### src/design/pfd_pkg.sv
// shared constants, types and codes of the trial division prime factorizer
package pfd_pkg;

	// fixed port widths
	localparam int VALUE_PORT_W = 16;
	localparam int FACTOR_W     = 10;
	localparam int INDEX_W      = 4;
	localparam int STATUS_W     = 2;

	// sieve and value sizing
	localparam int SIEVE_LIMIT  = 1024;
	localparam int VALUE_BITS   = 16;
	localparam int PRIME_BITS   = $clog2(SIEVE_LIMIT);
	// number of primes below the sieve limit
	localparam int PRIME_DEPTH  = 172;
	localparam int PRIME_AW     = $clog2(PRIME_DEPTH);
	localparam int PCNT_BITS    = $clog2(PRIME_DEPTH + 1);
	localparam int MAX_RESULTS  = 16;
	localparam int DIV_CNT_BITS = $clog2(VALUE_BITS);

	typedef enum logic [STATUS_W-1:0] {
		ST_OK     = 2'd0,
		ST_EMPTY  = 2'd1,
		ST_BEYOND = 2'd2
	} status_t;

	typedef enum logic [3:0] {
		S_CLEAR,
		S_SCAN_RD,
		S_SCAN_CHK,
		S_MARK,
		S_IDLE,
		S_FETCH,
		S_LOAD,
		S_DIV,
		S_EMIT
	} fsm_state_t;

	typedef struct packed {
		logic                  done;
		logic [VALUE_BITS-1:0] quot;
		logic [PRIME_BITS-1:0] rem;
	} div_res_t;

endpackage

### src/design/prime_factorizer_trial_division.sv
// top level of the trial division prime factorizer with sieve-built prime table
//
// Splits each 16-bit unsigned item into its prime factors in ascending order,
// with repeats, one result per factor, the final result flagged by last.
// A value of 0 or 1 gives one result with status empty; a remaining factor
// that has no divisor among the primes below 1024 ends the list with a
// status beyond result (factor 0). After reset the block builds its prime
// table: a clearing pass over the 1024-entry mark memory, then a sieve of
// Eratosthenes (a read and a check per candidate, then the marking of the
// multiples of each new prime), during which item_stall stays high.
// Afterwards one item is worked at a time: every prime tried takes a table
// read, a divider load, 16 steps of the shared serial divider and a decision,
// and each factor found is handed to the output register before the same
// prime is tried again. The worst case, a value whose last factor lies
// beyond the table, tries all 172 primes. The serial divider works one
// quotient bit per cycle. The output register lets the sequencer go on
// while a result waits, until the next result is due.
module prime_factorizer_trial_division (
	input  logic                             clk,
	input  logic                             arst_n,
	// item channel
	input  logic                             item_valid,
	output logic                             item_stall,
	input  logic [pfd_pkg::VALUE_PORT_W-1:0] value,
	// result channel
	output logic                             result_valid,
	input  logic                             result_stall,
	output logic [pfd_pkg::FACTOR_W-1:0]     factor,
	output logic [pfd_pkg::INDEX_W-1:0]      factor_index,
	output logic                             last,
	output logic [pfd_pkg::STATUS_W-1:0]     status
);
	import pfd_pkg::*;

	// control state
	fsm_state_t           state_q, state_d;
	logic [PCNT_BITS-1:0] pcnt_q, pcnt_d;      // primes in the table
	logic                 out_valid_q, out_valid_d;

	// datapath registers
	logic [PRIME_BITS-1:0]   i_q, i_d;         // clear address, then sieve candidate
	logic [PRIME_BITS:0]     m_q, m_d;         // multiple being marked
	logic [VALUE_BITS-1:0]   n_q, n_d;         // remaining value
	logic [PCNT_BITS-1:0]    j_q, j_d;         // prime being tried
	logic [PRIME_BITS-1:0]   p_q, p_d;
	logic [INDEX_W-1:0]      k_q, k_d;         // results given so far
	logic [PRIME_BITS-1:0]   pend_factor_q, pend_factor_d;
	logic                    pend_last_q, pend_last_d;
	status_t                 pend_status_q, pend_status_d;
	logic [FACTOR_W-1:0]     factor_q, factor_d;
	logic [INDEX_W-1:0]      index_q, index_d;
	logic                    last_q, last_d;
	status_t                 status_q, status_d;

	// memories and divider hookup
	logic                  mark_we, mark_wdata, mark_rdata;
	logic [PRIME_BITS-1:0] mark_waddr;
	logic                  prime_we;
	logic [PRIME_BITS-1:0] prime_rdata;
	logic                  div_start;
	div_res_t              div_res;

	// helpers
	logic                    slot_free;
	logic [2*PRIME_BITS-1:0] square;
	logic [PRIME_BITS:0]     m_next;
	logic                    last_cand;
	logic [VALUE_BITS-1:0]   in_n;

	assign slot_free = !out_valid_q || !result_stall;
	assign square    = {{PRIME_BITS{1'b0}}, i_q} * {{PRIME_BITS{1'b0}}, i_q};
	assign m_next    = m_q + {1'b0, i_q};
	assign last_cand = i_q == PRIME_BITS'(SIEVE_LIMIT - 1);
	assign in_n      = VALUE_BITS'(value);

	pfd_ram #(
		.WIDTH(1),
		.DEPTH(SIEVE_LIMIT)
	) u_marks (
		.clk  (clk),
		.we   (mark_we),
		.waddr(mark_waddr),
		.wdata(mark_wdata),
		.raddr(i_q),
		.rdata(mark_rdata)
	);

	pfd_ram #(
		.WIDTH(PRIME_BITS),
		.DEPTH(PRIME_DEPTH)
	) u_primes (
		.clk  (clk),
		.we   (prime_we),
		.waddr(pcnt_q[PRIME_AW-1:0]),
		.wdata(i_q),
		.raddr(j_q[PRIME_AW-1:0]),
		.rdata(prime_rdata)
	);

	pfd_div u_div (
		.clk     (clk),
		.arst_n  (arst_n),
		.start   (div_start),
		.dividend(n_q),
		.divisor (prime_rdata),
		.res     (div_res)
	);

	always_ff @(posedge clk or negedge arst_n) begin
		if (!arst_n) begin
			state_q     <= S_CLEAR;
			pcnt_q      <= '0;
			out_valid_q <= 1'b0;
			i_q         <= '0;
		end else begin
			state_q     <= state_d;
			pcnt_q      <= pcnt_d;
			out_valid_q <= out_valid_d;
			i_q         <= i_d;
		end
	end

	always_ff @(posedge clk) begin
		m_q           <= m_d;
		n_q           <= n_d;
		j_q           <= j_d;
		p_q           <= p_d;
		k_q           <= k_d;
		pend_factor_q <= pend_factor_d;
		pend_last_q   <= pend_last_d;
		pend_status_q <= pend_status_d;
		factor_q      <= factor_d;
		index_q       <= index_d;
		last_q        <= last_d;
		status_q      <= status_d;
	end

	always_comb begin
		state_d       = state_q;
		pcnt_d        = pcnt_q;
		i_d           = i_q;
		m_d           = m_q;
		n_d           = n_q;
		j_d           = j_q;
		p_d           = p_q;
		k_d           = k_q;
		pend_factor_d = pend_factor_q;
		pend_last_d   = pend_last_q;
		pend_status_d = pend_status_q;
		factor_d      = factor_q;
		index_d       = index_q;
		last_d        = last_q;
		status_d      = status_q;
		out_valid_d   = out_valid_q && result_stall;
		mark_we       = 1'b0;
		mark_waddr    = i_q;
		mark_wdata    = 1'b0;
		prime_we      = 1'b0;
		div_start     = 1'b0;
		item_stall    = 1'b1;

		unique case (state_q)
			// wipe the mark memory
			S_CLEAR: begin
				mark_we = 1'b1;
				if (last_cand) begin
					i_d     = PRIME_BITS'(2);
					state_d = S_SCAN_RD;
				end else begin
					i_d = i_q + 1'b1;
				end
			end
			// mark of the candidate is read here, seen next cycle
			S_SCAN_RD: begin
				state_d = S_SCAN_CHK;
			end
			S_SCAN_CHK: begin
				if (!mark_rdata) begin
					prime_we = 1'b1;
					pcnt_d   = pcnt_q + 1'b1;
				end
				if (!mark_rdata && square < (2*PRIME_BITS)'(SIEVE_LIMIT)) begin
					m_d     = (PRIME_BITS + 1)'(square);
					state_d = S_MARK;
				end else if (last_cand) begin
					state_d = S_IDLE;
				end else begin
					i_d     = i_q + 1'b1;
					state_d = S_SCAN_RD;
				end
			end
			// cross out the multiples of the new prime
			S_MARK: begin
				mark_we    = 1'b1;
				mark_waddr = m_q[PRIME_BITS-1:0];
				mark_wdata = 1'b1;
				m_d        = m_next;
				if (m_next >= (PRIME_BITS + 1)'(SIEVE_LIMIT)) begin
					if (last_cand) begin
						state_d = S_IDLE;
					end else begin
						i_d     = i_q + 1'b1;
						state_d = S_SCAN_RD;
					end
				end
			end
			S_IDLE: begin
				item_stall = 1'b0;
				if (item_valid) begin
					n_d = in_n;
					j_d = '0;
					k_d = '0;
					if (in_n < VALUE_BITS'(2)) begin
						pend_factor_d = '0;
						pend_last_d   = 1'b1;
						pend_status_d = ST_EMPTY;
						state_d       = S_EMIT;
					end else begin
						state_d = S_FETCH;
					end
				end
			end
			// table read of the current prime, or the table ran out
			S_FETCH: begin
				if (j_q == pcnt_q) begin
					pend_factor_d = '0;
					pend_last_d   = 1'b1;
					pend_status_d = ST_BEYOND;
					state_d       = S_EMIT;
				end else begin
					state_d = S_LOAD;
				end
			end
			S_LOAD: begin
				p_d       = prime_rdata;
				div_start = 1'b1;
				state_d   = S_DIV;
			end
			S_DIV: begin
				if (div_res.done) begin
					if (div_res.rem != '0) begin
						j_d     = j_q + 1'b1;
						state_d = S_FETCH;
					end else if (k_q == INDEX_W'(MAX_RESULTS - 1) &&
					             n_q != VALUE_BITS'(p_q)) begin
						// last slot and still not done
						pend_factor_d = '0;
						pend_last_d   = 1'b1;
						pend_status_d = ST_BEYOND;
						state_d       = S_EMIT;
					end else begin
						n_d           = div_res.quot;
						pend_factor_d = p_q;
						pend_last_d   = div_res.quot == VALUE_BITS'(1);
						pend_status_d = ST_OK;
						state_d       = S_EMIT;
					end
				end
			end
			// hand the result to the output register once it is free
			S_EMIT: begin
				if (slot_free) begin
					out_valid_d = 1'b1;
					factor_d    = FACTOR_W'(pend_factor_q);
					index_d     = k_q;
					last_d      = pend_last_q;
					status_d    = pend_status_q;
					k_d         = k_q + 1'b1;
					state_d     = pend_last_q ? S_IDLE : S_FETCH;
				end
			end
			default: begin
				state_d = S_CLEAR;
			end
		endcase
	end

	assign result_valid = out_valid_q;
	assign factor       = factor_q;
	assign factor_index = index_q;
	assign last         = last_q;
	assign status       = status_q;

	// a new result only comes out of the emit step
	assert property (@(posedge clk) disable iff (!arst_n)
		$rose(out_valid_q) |-> $past(state_q == S_EMIT))
		else $error("result raised outside emit");

	// the divider only finishes while the sequencer waits for it
	assert property (@(posedge clk) disable iff (!arst_n)
		div_res.done |-> state_q == S_DIV)
		else $error("divider done outside wait state");

	// table never outgrows its memory
	assert property (@(posedge clk) disable iff (!arst_n)
		pcnt_q <= PCNT_BITS'(PRIME_DEPTH))
		else $error("prime count overflow");

	// an ok result always carries a real factor
	assert property (@(posedge clk) disable iff (!arst_n)
		out_valid_q && status_q == ST_OK |-> factor_q > FACTOR_W'(1))
		else $error("ok result without factor");
endmodule

### src/design/pfd_ram.sv
// generic simple dual port ram with registered read
module pfd_ram #(
	parameter int WIDTH = 8,
	parameter int DEPTH = 256
) (
	input  logic                     clk,
	input  logic                     we,
	input  logic [$clog2(DEPTH)-1:0] waddr,
	input  logic [WIDTH-1:0]         wdata,
	input  logic [$clog2(DEPTH)-1:0] raddr,
	output logic [WIDTH-1:0]         rdata
);
	logic [WIDTH-1:0] mem [DEPTH];

	always_ff @(posedge clk) begin
		if (we) begin
			mem[waddr] <= wdata;
		end
		rdata <= mem[raddr];
	end
endmodule

### src/design/pfd_div.sv
// restoring serial divider, one quotient bit per cycle
module pfd_div (
	input  logic                          clk,
	input  logic                          arst_n,
	input  logic                          start,
	input  logic [pfd_pkg::VALUE_BITS-1:0] dividend,
	input  logic [pfd_pkg::PRIME_BITS-1:0] divisor,
	output pfd_pkg::div_res_t              res
);
	import pfd_pkg::*;

	logic [PRIME_BITS-1:0]   rem_q;
	logic [VALUE_BITS-1:0]   quot_q;
	logic [PRIME_BITS-1:0]   dvs_q;
	logic [DIV_CNT_BITS-1:0] cnt_q;
	logic                    busy_q;
	logic                    done_q;
	logic [PRIME_BITS:0]     shifted;
	logic                    fits;

	// shift in the next dividend bit and try the subtract
	assign shifted = {rem_q, quot_q[VALUE_BITS-1]};
	assign fits    = shifted >= {1'b0, dvs_q};

	always_ff @(posedge clk or negedge arst_n) begin
		if (!arst_n) begin
			busy_q <= 1'b0;
			done_q <= 1'b0;
			cnt_q  <= '0;
		end else begin
			// pulse right after the final quotient bit
			done_q <= !start && busy_q && cnt_q == '0;
			if (start) begin
				busy_q <= 1'b1;
				cnt_q  <= DIV_CNT_BITS'(VALUE_BITS - 1);
			end else if (busy_q) begin
				cnt_q <= cnt_q - 1'b1;
				if (cnt_q == '0) begin
					busy_q <= 1'b0;
				end
			end
		end
	end

	always_ff @(posedge clk) begin
		if (start) begin
			rem_q  <= '0;
			quot_q <= dividend;
			dvs_q  <= divisor;
		end else if (busy_q) begin
			rem_q  <= fits ? PRIME_BITS'(shifted - {1'b0, dvs_q}) : shifted[PRIME_BITS-1:0];
			quot_q <= {quot_q[VALUE_BITS-2:0], fits};
		end
	end

	assign res.done = done_q;
	assign res.quot = quot_q;
	assign res.rem  = rem_q;
endmodule

### config.mk
export PLATFORM = sky130hd
export DESIGN_NAME = prime_factorizer_trial_division
export DESIGN_NICKNAME = d
export VERILOG_FILES = /design/src/design/pfd_pkg.sv /design/src/design/prime_factorizer_trial_division.sv /design/src/design/pfd_ram.sv /design/src/design/pfd_div.sv
export SDC_FILE = /design/constraint.sdc
export NUM_CORES = 2
export LEC_CHECK = 0
export ABC_CLOCK_PERIOD_IN_PS = 25500
export BUFFER_PORTS_ARGS = -buffer_cell sky130_fd_sc_hd__clkbuf_2
export CAP_MARGIN = 10
export CORE_UTILIZATION = 55
export CTS_BUF_LIST = sky130_fd_sc_hd__clkbuf_4 sky130_fd_sc_hd__clkbuf_8 sky130_fd_sc_hd__clkbuf_16
export CTS_CLUSTER_DIAMETER = 30
export DETAILED_ROUTE_END_ITERATION = 7
export PLACE_DENSITY = 0.71
export SLEW_MARGIN = 25
export SYNTH_ARGS = -nofsm -noshare
export SYNTH_HDL_FRONTEND = slang
export SYNTH_SLANG_ARGS = --single-unit
### constraint.sdc
create_clock -name clk -period 25.5 [get_ports clk]
set_clock_uncertainty 0.15 [all_clocks]
set_input_delay 5.1 -clock clk [delete_from_list [all_inputs] [get_ports clk]]
set_output_delay 5.1 -clock clk [all_outputs]
set_load 0.05 [all_outputs]
==> results.ini <==
[floorplanning]
die_w_um = 469
num_rows = 171
die_h_um = 469
start_util = 0.553
core_um2 = 217000
io-pin-count = 39
dieArea_um2 = 220000

[placed_design]
dp_hpwl_mm = 165
gp_congestion = 0.841
place_ws_ps = 17590
port_buffers = 38

[worst_setup_path]
crit_type = flop to flop
reg2reg_depth = 19
timing.rr.end = i_q[0]
arrival_ps = 8700
crit_path_end_kind = flop
path_max_fanout = 51
r2r_start = i_q[3]
crit_path_start_kind = flop
worstPathRequired_ps = 26260
r2r_setup_slack_ps = 17560

[power_and_ir_drop]
peakVddDrop_uv = 83.8
cellLeakagePower_nw = 46.1
p_total_mw = 15.8
powerDensity_nw_per_um2 = 112

[min_path]
hp-class = flop to flop
hold_start = u_primes.rdata[7]
min_to = p_q[7]
holdPathStages = 0

[grt]
grt_start_max_net_pins = 312
grt_use_total = 0.280
grt_antenna_before_repair = 13
grt_pass1_wl_mm = 450
grt_pass1_vias = 66100
overflow = 0

[drt]
vias = 65900
wl_per_cell_um = 30.2
first_pass_iters = 6
postRouteAntennaNets = 0
detail_route.iter0.violations = 9350
remaining_drc_errors = 0
routed_wirelength_mm = 308
vias_per_cell = 6.48

[clock_network]
hold_buffers = 0
clkTransAtPathRegs_ps = 60
cts_sinks = 2889
post_cts_resized = 0
cts_buffers = 497
post_cts_buffers = 0
cts_tree = done
worstSkewPairLatency_ps = 1030
clockRootBuffer = clkbuf_16
cts-htree-levels = 5
clockBufferDepth = 4

[sta]
slew_viol_final = 0
rsz0062_at_grt = false
worst_pin_slew_ps = 1130
hold_violations = 0
setup_tns_ps = 0
max_freq_mhz = 126
finalCritPeriodShare = 0.311
setup_viol = 0
setup_ws_ps = 17560
relSlewSlack = 0.242
whs_ps = 257
fin_crit_ps = 7940

[finish]
most-common-layout-cells = edfxtp_1, nor2_1, mux4_2, clkbuf_16, nand2_1
nets = 7048
final_common_cell = edfxtp_1
fin_util = 0.649
syn2layout_area_growth_pct = 17.4
fillers = 14000
drive_above_1_share = 0.281

[synth]
synth-main-ff-cell = edfxtp_1
synth_area_per_cell_um2 = 18.0
post_synth_num_cell_types = 75
syn-num-nets = 6819
synthesis.yosys.warnings = 0
netlist_instances = 6672
ys_ff_latch = 2889
yosysSeqAreaShare = 0.719
syn_area_um2 = 120000
synth_edf_count = 2839
async_flop_share = 0.0100

[outcome]
status = finished clean

[flow_run]
drv_cap = 0

==> worst max-delay path by stage <==
stage / start / endpoint / slack [ps]
final: i_q[3] / i_q[0] / 17560
after global placement: i_q[3] / i_q[1] / 17670
after global routing: i_q[3] / i_q[0] / 17220
after CTS: i_q[3] / i_q[0] / 17580
after floorplan: state_q[3] / u_marks.mem[0] / 4930
after detailed placement: i_q[5] / i_q[0] / 17590
==> per-stage QoR <==
step	std cells	instance area (um2)
2_1_floorplan	6672	120000
3_3_place_gp	9253	123000
3_5_place_dp	9253	123000
4_1_cts	10200	141000
5_1_grt	10200	141000
6_report	10200	141000
==> cells in the mapped netlist, types with 21 or more instances <==
library cell	instances	area, um2
edfxtp_1	2839	85300
nor2_1	1292	4850
mux4_2	809	18200
clkbuf_1	326	1220
nand2_1	244	916
mux2i_1	88	881
inv_1	84	315
a21oi_1	81	405
ha_1	78	976
buf_2	77	385
o21ai_0	63	315
xnor2_1	53	464
nand3_1	51	255
fa_1	49	981
buf_1	47	176
nor3_1	35	175
a22oi_1	34	255
o211ai_1	30	225
dfrtp_1	29	726
and2_1	28	175
mux2_2	27	304
buf_4	24	180
dfxtp_1	21	420
==> cells by family after synthesis <==
family          count (synthesis)  synth area share
buf+inv                       576            0.0202
fa+ha+maj                     127            0.0163
simple gates                 1736            0.0579
mux                           926             0.162
xor+xnor                       69           0.00503
flops                        2889             0.719
compound gates                349            0.0195
==> layout make-up <==
class                           instances  area [um2]  share of cell area
Sequential cell                      2889       86400               0.613
Tap cell                             2854        3570              0.0253
Antenna cell                            6        15.0            0.000106
Timing Repair Buffer                  215        1700              0.0121
Clock inverter                        376        4410              0.0312
Clock buffer                          545       12900              0.0914
Multi-Input combinational cell       3207       31600               0.224
Inverter                               91         352             0.00249
==> metal layers <==
| metal | part of all wire | track usage |
|---|---|---|
| met3 | 0.11 | 0.0690 |
| met5 | 0.000065 | 0 |
| met2 | 0.48 | 0.436 |
| met4 | 0.029 | 0.0897 |
| met1 | 0.38 | 0.391 |
==> critical path, stage by stage (launching register included) <==
cell and delay [ps]:
dfrtp_4 870, clkinv_1 840, nor2_1 460, inv_1 110, fa_1 420, inv_1 90, fa_1 410, fa_1 560
fa_1 440, fa_1 470, ha_1 380, and3_1 220, or3b_1 350, o22ai_1 160, o21ai_1 110, xnor2_1 160
nor4_4 520, o311a_1 480, nand2b_4 260, mux2_1 320
==> where the power goes <==
part | internal [mW] | leakage (nW) | switching, mW
logic | 1.05 | 10.6 | 2.00
registers | 5.75 | 27.0 | 0.177
clock network | 4.47 | 8.40 | 2.33
total | 11.3 | 46.1 | 4.52
==> sequential cells by signal (all words and copies together), names as in the netlist, 8 cells and up <==
signal          flops
u_primes.mem     1720
u_marks.mem      1024
factor             10
n_q                16
u_primes.rdata     10
i_q                10
u_div.quot_q       16
pend_factor_q      10
j_q                 8
p_q                10
pcnt_q              8
m_q                11
u_div.rem_q        10
Note: power is estimated with default switching activity, not from simulation.
